**config.mk**
```make
export PLATFORM = sky130hd
export DESIGN_NAME = multiply_rotate_counter_prng_flat
export DESIGN_NICKNAME = d
export VERILOG_FILES = /design/src/hdl/mrc_pkg.sv /design/src/hdl/mrc_in_if.sv /design/src/hdl/mrc_out_if.sv /design/src/hdl/mrc_mul_unit.sv /design/src/hdl/multiply_rotate_counter_prng.sv /design/src/flat_wrapper.sv
export SDC_FILE = /design/constraint.sdc
export NUM_CORES = 2
export LEC_CHECK = 0
export BUFFER_PORTS_ARGS = -buffer_cell sky130_fd_sc_hd__buf_2
export CAP_MARGIN = 20
export CORE_UTILIZATION = 45
export CTS_BUF_LIST = sky130_fd_sc_hd__clkbuf_16
export CTS_CLUSTER_SIZE = 10
export DETAILED_ROUTE_END_ITERATION = 12
export SETUP_SLACK_MARGIN = 0.3
export SLEW_MARGIN = 15
export SYNTH_ARGS = -nofsm -noshare
export SYNTH_HDL_FRONTEND = slang
export SYNTH_SLANG_ARGS = --single-unit
```
**constraint.sdc**
```tcl
create_clock -name clk_i -period 12.92 [get_ports clk_i]
set_input_delay 1.292 -clock clk_i [delete_from_list [all_inputs] [get_ports clk_i]]
set_output_delay 1.292 -clock clk_i [all_outputs]
set_load 0.005 [all_outputs]
```
**src/hdl/mrc_pkg.sv**
```systemverilog
// shared types, constants and helper functions for the multiply-rotate-counter generator
`default_nettype none

package mrc_pkg;

  // width mode codes
  localparam logic [1:0] MODE_16 = 2'd0;
  localparam logic [1:0] MODE_32 = 2'd1;
  localparam logic [1:0] MODE_64 = 2'd2;

  // item kind codes
  localparam logic KIND_SEED = 1'b0;
  localparam logic KIND_NEXT = 1'b1;

  // multiplier constants per width
  localparam logic [63:0] K64 = 64'h9e37_79b9_7f4a_7c15;
  localparam logic [31:0] K32 = 32'h7f4a_7c15;
  localparam logic [31:0] K16 = 32'h0000_a965;

  // rotate amounts per width
  localparam int unsigned S64 = 21;
  localparam int unsigned S32 = 19;
  localparam int unsigned S16 = 10;

  // discarded steps after a seed per width
  localparam logic [3:0] WARM64 = 4'd6;
  localparam logic [3:0] WARM32 = 4'd7;
  localparam logic [3:0] WARM16 = 4'd9;

  // request to the shared multiplier
  typedef struct packed {
    logic        en;
    logic [31:0] op_a;
    logic [31:0] op_b;
  } mul_req_t;

  // low bits mask of the active width
  function automatic logic [63:0] width_mask(input logic [1:0] mode);
    logic [63:0] m;
    unique case (mode)
      MODE_16: m = 64'h0000_0000_0000_ffff;
      MODE_32: m = 64'h0000_0000_ffff_ffff;
      default: m = 64'hffff_ffff_ffff_ffff;
    endcase
    return m;
  endfunction

  // low multiplier constant word for the first partial product
  function automatic logic [31:0] k_low(input logic [1:0] mode);
    logic [31:0] k;
    unique case (mode)
      MODE_16: k = K16;
      MODE_32: k = K32;
      default: k = K64[31:0];
    endcase
    return k;
  endfunction

  // number of warm-up steps after a seed
  function automatic logic [3:0] warm_count(input logic [1:0] mode);
    logic [3:0] n;
    unique case (mode)
      MODE_16: n = WARM16;
      MODE_32: n = WARM32;
      default: n = WARM64;
    endcase
    return n;
  endfunction

  // rotate left at the active width, result zero-extended
  function automatic logic [63:0] rotl_w(input logic [63:0] x, input logic [1:0] mode);
    logic [15:0] x16;
    logic [31:0] x32;
    logic [63:0] r;
    x16 = x[15:0];
    x32 = x[31:0];
    unique case (mode)
      MODE_16: r = {48'd0, (x16 << S16) | (x16 >> (16 - S16))};
      MODE_32: r = {32'd0, (x32 << S32) | (x32 >> (32 - S32))};
      default: r = (x << S64) | (x >> (64 - S64));
    endcase
    return r;
  endfunction

endpackage

`default_nettype wire

```
**src/hdl/mrc_in_if.sv**
```systemverilog
// input channel: seed or next items
`default_nettype none

interface mrc_in_if;
  logic        valid;
  logic        ready;
  logic        kind;
  logic [63:0] seed_lo;
  logic [63:0] seed_hi;

  modport source (output valid, kind, seed_lo, seed_hi, input ready);
  modport sink   (input valid, kind, seed_lo, seed_hi, output ready);
endinterface

`default_nettype wire

```
**src/hdl/mrc_out_if.sv**
```systemverilog
// output channel: generated random words
`default_nettype none

interface mrc_out_if;
  logic        valid;
  logic        ready;
  logic [63:0] random_word;

  modport source (output valid, random_word, input ready);
  modport sink   (input valid, random_word, output ready);
endinterface

`default_nettype wire

```
**src/hdl/mrc_mul_unit.sv**
```systemverilog
// shared 32x32 multiplier with registered product
`default_nettype none

module mrc_mul_unit (
  input  wire logic              clk_i,
  input  wire mrc_pkg::mul_req_t req_i,
  output logic [63:0]            prod_o
);
  import mrc_pkg::*;

  logic [63:0] prod_q;

  // full product of the two 32 bit operands
  always_ff @(posedge clk_i) begin
    if (req_i.en) begin
      prod_q <= {32'd0, req_i.op_a} * {32'd0, req_i.op_b};
    end
  end

  assign prod_o = prod_q;

endmodule

`default_nettype wire

```
**src/hdl/multiply_rotate_counter_prng.sv**
```systemverilog
// multiply-rotate-counter generator, top level with step sequencer
// next item at 64 bit: result registered through states MUL0, MUL1, MUL2, ACC and FIN
//   (3 multiplier passes); at 16 or 32 bit through MUL0, MUL1 and FIN; next accept in IDLE.
// seed item: load, then 6 unemitted steps (64 bit), 7 (32), 9 (16).
// the shared 32x32 multiplier sets the step length; the result register frees the input early.
// reset (async, active low): words and counter zero, width mode 64 bit, no result pending.
`default_nettype none

module multiply_rotate_counter_prng (
  input  wire logic       clk_i,
  input  wire logic       rst_ni,
  input  wire logic       cfg_we_i,
  input  wire logic [1:0] cfg_wdata_i,
  mrc_in_if.sink          req_i,
  mrc_out_if.source       rsp_o
);
  import mrc_pkg::*;

  // sequencer states
  localparam logic [2:0] ST_IDLE = 3'd0;
  localparam logic [2:0] ST_MUL0 = 3'd1;
  localparam logic [2:0] ST_MUL1 = 3'd2;
  localparam logic [2:0] ST_MUL2 = 3'd3;
  localparam logic [2:0] ST_ACC  = 3'd4;
  localparam logic [2:0] ST_FIN  = 3'd5;

  logic [1:0]  mode_q;
  logic [2:0]  state_q, state_d;
  logic [63:0] a_q, a_d, b_q, b_d, c_q, c_d;
  logic [63:0] anew_q, anew_d, acc_q, acc_d;
  logic [3:0]  left_q, left_d;
  logic        emit_q, emit_d;
  logic        out_valid_q, out_valid_d;
  logic [63:0] out_word_q, out_word_d;

  mul_req_t    mul_req;
  logic [63:0] mul_p;

  logic [63:0] mask, a_m, b_m, c_m, old_w, rot_b, result_w;
  logic        is64, fin_go;

  mrc_mul_unit u_mul (
    .clk_i  (clk_i),
    .req_i  (mul_req),
    .prod_o (mul_p)
  );

  // width register
  always_ff @(posedge clk_i or negedge rst_ni) begin
    if (!rst_ni) begin
      mode_q <= MODE_64;
    end else if (cfg_we_i) begin
      mode_q <= cfg_wdata_i;
    end
  end

  // words reduced to the active width
  assign mask     = width_mask(mode_q);
  assign is64     = (mode_q != MODE_16) && (mode_q != MODE_32);
  assign a_m      = a_q & mask;
  assign b_m      = b_q & mask;
  assign c_m      = c_q & mask;
  assign old_w    = acc_q & mask;
  assign rot_b    = rotl_w(b_m, mode_q);
  assign result_w = (old_w + anew_q) & mask;
  assign fin_go   = !emit_q || !out_valid_q || rsp_o.ready;

  assign req_i.ready       = (state_q == ST_IDLE);
  assign rsp_o.valid       = out_valid_q;
  assign rsp_o.random_word = out_word_q;

  // step sequencer
  always_comb begin
    state_d     = state_q;
    a_d         = a_q;
    b_d         = b_q;
    c_d         = c_q;
    anew_d      = anew_q;
    acc_d       = acc_q;
    left_d      = left_q;
    emit_d      = emit_q;
    out_word_d  = out_word_q;
    out_valid_d = out_valid_q && !rsp_o.ready;
    mul_req     = '0;

    unique case (state_q)
      ST_IDLE: begin
        if (req_i.valid) begin
          state_d = ST_MUL0;
          if (req_i.kind == KIND_SEED) begin
            left_d = warm_count(mode_q);
            emit_d = 1'b0;
            unique case (mode_q)
              MODE_16: begin
                a_d = {48'd0, req_i.seed_lo[15:0]};
                b_d = {48'd0, req_i.seed_lo[31:16]};
                c_d = {48'd0, req_i.seed_lo[47:32]};
              end
              MODE_32: begin
                a_d = {32'd0, req_i.seed_lo[31:0]};
                b_d = {32'd0, req_i.seed_lo[63:32]};
                c_d = 64'd1;
              end
              default: begin
                a_d = req_i.seed_lo;
                b_d = req_i.seed_hi;
                c_d = 64'd1;
              end
            endcase
          end else begin
            left_d = 4'd1;
            emit_d = 1'b1;
          end
        end
      end
      ST_MUL0: begin
        mul_req = '{en: 1'b1, op_a: a_m[31:0], op_b: k_low(mode_q)};
        anew_d  = (b_m + c_m) & mask;
        state_d = ST_MUL1;
      end
      ST_MUL1: begin
        acc_d = mul_p;
        if (is64) begin
          mul_req = '{en: 1'b1, op_a: a_m[63:32], op_b: K64[31:0]};
          state_d = ST_MUL2;
        end else begin
          state_d = ST_FIN;
        end
      end
      ST_MUL2: begin
        acc_d   = acc_q + {mul_p[31:0], 32'd0};
        mul_req = '{en: 1'b1, op_a: a_m[31:0], op_b: K64[63:32]};
        state_d = ST_ACC;
      end
      ST_ACC: begin
        acc_d   = acc_q + {mul_p[31:0], 32'd0};
        state_d = ST_FIN;
      end
      ST_FIN: begin
        // wait here only if a result is due and the output register is still full
        if (fin_go) begin
          a_d = anew_q;
          b_d = rot_b ^ old_w;
          c_d = (c_m + 64'd1) & mask;
          if (emit_q) begin
            out_valid_d = 1'b1;
            out_word_d  = result_w;
          end
          if (left_q == 4'd1) begin
            state_d = ST_IDLE;
          end else begin
            left_d  = left_q - 4'd1;
            state_d = ST_MUL0;
          end
        end
      end
      default: begin
        state_d = ST_IDLE;
      end
    endcase
  end

  // control state
  always_ff @(posedge clk_i or negedge rst_ni) begin
    if (!rst_ni) begin
      state_q     <= ST_IDLE;
      a_q         <= '0;
      b_q         <= '0;
      c_q         <= '0;
      left_q      <= '0;
      emit_q      <= 1'b0;
      out_valid_q <= 1'b0;
    end else begin
      state_q     <= state_d;
      a_q         <= a_d;
      b_q         <= b_d;
      c_q         <= c_d;
      left_q      <= left_d;
      emit_q      <= emit_d;
      out_valid_q <= out_valid_d;
    end
  end

  // datapath registers
  always_ff @(posedge clk_i) begin
    anew_q     <= anew_d;
    acc_q      <= acc_d;
    out_word_q <= out_word_d;
  end

endmodule

`default_nettype wire

```
**src/flat_wrapper.sv**
```systemverilog
// flat-port wrapper written by rule: the top's interface ports become plain ports
module multiply_rotate_counter_prng_flat import mrc_pkg::*;
  (clk_i, rst_ni, cfg_we_i, cfg_wdata_i, req_i_valid, req_i_kind, req_i_seed_lo, req_i_seed_hi, req_i_ready, rsp_o_valid, rsp_o_random_word, rsp_o_ready);
  mrc_in_if req_i_i ();
  mrc_out_if rsp_o_i ();
  input  wire logic clk_i;
  input  wire logic rst_ni;
  input  wire logic cfg_we_i;
  input  wire logic [1:0] cfg_wdata_i;
  input wire logic [$bits(req_i_i.valid)-1:0] req_i_valid;
  input wire logic [$bits(req_i_i.kind)-1:0] req_i_kind;
  input wire logic [$bits(req_i_i.seed_lo)-1:0] req_i_seed_lo;
  input wire logic [$bits(req_i_i.seed_hi)-1:0] req_i_seed_hi;
  output wire logic [$bits(req_i_i.ready)-1:0] req_i_ready;
  output wire logic [$bits(rsp_o_i.valid)-1:0] rsp_o_valid;
  output wire logic [$bits(rsp_o_i.random_word)-1:0] rsp_o_random_word;
  input wire logic [$bits(rsp_o_i.ready)-1:0] rsp_o_ready;
  assign req_i_i.valid = req_i_valid;
  assign req_i_i.kind = req_i_kind;
  assign req_i_i.seed_lo = req_i_seed_lo;
  assign req_i_i.seed_hi = req_i_seed_hi;
  assign req_i_ready = req_i_i.ready;
  assign rsp_o_valid = rsp_o_i.valid;
  assign rsp_o_random_word = rsp_o_i.random_word;
  assign rsp_o_i.ready = rsp_o_ready;
  multiply_rotate_counter_prng u_core (.clk_i(clk_i), .rst_ni(rst_ni), .cfg_we_i(cfg_we_i), .cfg_wdata_i(cfg_wdata_i), .req_i(req_i_i), .rsp_o(rsp_o_i));
endmodule
```
==> flow_summary_export.csv <==
group,metric,value,unit
yosys,ys_types,87,
timing,relSlewSlack,0.240,
die,start_util,0.455,
yosys,syn_avg_cell_area,9.38,um^2
routing,dr_total_vias,46800,
global_route,grt_max_degree,127,
layout,nets,7745,
timing,max_freq,0.0970,GHz
layout,area_growth,7.58,%
yosys,synth_area_leader_cell,"fa_1",
timing,rsz0062_at_grt,"no",
critical_path,start_kind,"register",
critical_path,rr_worst_depth,33,
timing,hold_violations,0,
yosys,synth_edf_count,256,
clocking,numCtsBuffers,54,
critical_path,arrival,10680,ps
clocking,cts-root-buf,"clkbuf_16",
critical_path,critPathMaxStageDelay,830,ps
timing,tightest_slew,1140,ps
timing,finalSetupViolCount,0,
min_path,worst_hold_path_type,"register to register",
global_route,grt-ovfl-total,0,
placed_design,dp_hpwl,187,mm
yosys,yosys_most_used_dff,"edfxtp_1",
die,pin_count,202,
die,core_area,128000,um^2
layout,drive_gt1_frac,0.0611,
yosys,synth_cells,6198,
global_route,busiest_layer,"met2",
critical_path,ff2ff_setup_slack,2610,ps
routing,first_iter_violations,4877,
global_route,grtUsageTotal,0.338,
routing,ant_nets,0,
routing,drt_first_pass_iters,7,
critical_path,crit-reg2reg-launch,"u_core.mode_q[1]$_DFFE_PN1P_",
routing,wirelength,222,mm
global_route,grt_pass1_vias,47100,
critical_path,crit_top_cell,"fa_1",
placed_design,placed_area,61000,um^2
die,die_x,361,um
clocking,cts_buffer_depth,3,
min_path,worstHoldPathCells,2,
clocking,numClockSinks,459,
critical_path,worstPathRequired,13300,ps
global_route,grt_pass1_wl,321,mm
yosys,yosys_warnings,0,
placed_design,port_buffers,201,
die,die_area,131000,um^2
yosys,synth-seq-area-share,0.220,
routing,route.detailed.drc,0,
flow_run,max_cap_viol_count,0,
global_route,use_met2,0.546,
clocking,cts_hold_buf,0,
clocking,clk_latency,640,ps
critical_path,end_kind,"register",
layout,fin_area,62600,um^2
min_path,min_to,"u_core.b_q[54]$_DFFE_PN0P_",
die,die_h,361,um
yosys,synth-seq-cells,459,
min_path,min_from,"u_core.b_q[54]$_DFFE_PN0P_",
clocking,cts.repair.resized,0,
clocking,cts.clk_slew.worst_paths,60,ps
clocking,cts-htree-levels,2,
yosys,async_reset_ff_frac,0.442,
timing,skew,35.3,ps
routing,via_per_inst,5.84,
critical_path,critPathSlowestCell,"dfstp_4",
timing,timing.setup.tns,0,ps
clocking,postCtsSetupBuffers,0,
critical_path,r2r-end,"u_core.u_mul.prod_o[60]$_DFFE_PN_",
timing,fin_crit_sh,0.798,
timing,finalCriticalPeriod,10310,ps
placed_design,gp_congestion,1.05,
timing,slew_violations,0,
critical_path,cp_max_fo,36,
global_route,use_met3,0.0359,
critical_path,crit_type,"register to register",
yosys,syn_area,58200,um^2
clocking,cts_tree,"yes",
die,num_rows,131,
yosys,yosysMostFrequentCell,"inv_1",
routing,wl_per_cell,27.7,um
yosys,yosysTopAreaCellShare,0.274,
global_route,met1_usage,0.445,
run_status,status,"completed",
yosys,synth_area_leaders,"fa_1, edfxtp_1, ha_1",
yosys,netlist_top_cells_count,"inv_1, fa_1, nand2_1",
global_route,antenna_found_initial,6,
-- sequential cells by signal, summed over array words and instances, names as in the netlist --
register / cells
u_core.u_mul.prod_o: 64
u_core.rsp_o.random_word: 64
u_core.state_q: 3
u_core.left_q: 4
u_core.c_q: 64
u_core.anew_q: 64
u_core.b_q: 64
u_core.acc_q: 64
u_core.mode_q: 2
u_core.rsp_o.valid: 1
u_core.a_q: 64
u_core.emit_q: 1
-- cell families (layout without fill, tap and decap cells) --
| group | after synthesis | count (layout) | synth area share |
|---|---|---|---|
| AND/OR/NAND/NOR | 1574 | 1574 | 0.126 |
| buffers and inverters | 1319 | 1439 | 0.0861 |
| adder cells (fa/ha/maj) | 1304 | 1304 | 0.383 |
| AO/OA/AOI/OAI | 1247 | 1247 | 0.140 |
| flip-flops | 459 | 459 | 0.220 |
| XOR/XNOR | 249 | 249 | 0.0375 |
| multiplexers | 44 | 44 | 0.00768 |
| other | 2 | 33 | 0.000129 |
-- how the worst max path moves through the flow --
| stage | cells after the start | slack (ps) | start | end |
|---|---|---|---|---|
| 3_5_place_dp | 28 | 2640 | u_core.state_q[2]$_DFFE_PN0P_ | u_core.u_mul.prod_o[57]$_DFFE_PN_ |
| 4_1_cts | 31 | 2630 | u_core.mode_q[1]$_DFFE_PN1P_ | u_core.u_mul.prod_o[59]$_DFFE_PN_ |
| 6_report | 33 | 2610 | u_core.mode_q[1]$_DFFE_PN1P_ | u_core.u_mul.prod_o[60]$_DFFE_PN_ |
| 2_1_floorplan | 30 | 1190 | u_core.state_q[2]$_DFFE_PN0P_ | u_core.u_mul.prod_o[57]$_DFFE_PN_ |
| 3_3_place_gp | 28 | 2700 | u_core.state_q[2]$_DFFE_PN0P_ | u_core.u_mul.prod_o[57]$_DFFE_PN_ |
| 5_1_grt | 33 | 2120 | u_core.state_q[1]$_DFFE_PN0P_ | u_core.u_mul.prod_o[60]$_DFFE_PN_ |
-- routing by layer --
layer  wire, um  part of all wire
met5         10          0.000045
met1      89100              0.40
met3      15000             0.068
met4      14800             0.067
met2     103000              0.46
-- critical path, delay by kind of cell, from the launching register on --
family	cells	cell delay, ps
flops	1	830
fa+ha+maj	9	4310
buf+inv	9	1390
compound gates	5	1080
xor+xnor	1	130
simple gates	9	2270
-- metrics by stage --
stage	hold WS (ps)	worst slack [ps]	instances	util
2_1_floorplan	436	1190	6228	-
3_3_place_gp	452	2700	7909	0.477
3_5_place_dp	456	2640	7909	0.477
4_1_cts	471	2630	8008	0.489
5_1_grt	493	2120	8010	0.489
6_report	469	2610	8011	0.489
-- layout by cell type, fill, tap and decap left out, drive strengths merged, types with 39 or more instances in the layout --
cell type,synthesis,routed
o21ai,290,290
a21oi,306,306
xnor2,163,163
o21bai,64,64
and2,196,196
nor2,418,418
mux2i,39,39
nor3,55,55
a22oi,40,40
and3,73,73
buf,30,263
inv,1074,1112
nand2,551,551
nand4,65,65
o2111ai,41,41
nand3,107,107
dfrtp,202,202
a31oi,79,79
o31ai,48,48
a21o,127,127
clkbuf,213,56
fa,795,795
xor2,86,86
ha,509,509
edfxtp,256,256
-- area by class of cell --
class	count	area [um^2]
clock inverters	44	201
repair buffers	264	1530
diodes	1	2.50
multi-input cells	4450	40600
clock buffers	55	1380
well taps	1662	2080
fillers	12300	65300
inverters	1076	4040
flip-flops and latches	459	12800
Power is left out: the tool's default activity adds up to more than one toggle a clock period on the data nets, which glitch-free logic cannot reach.
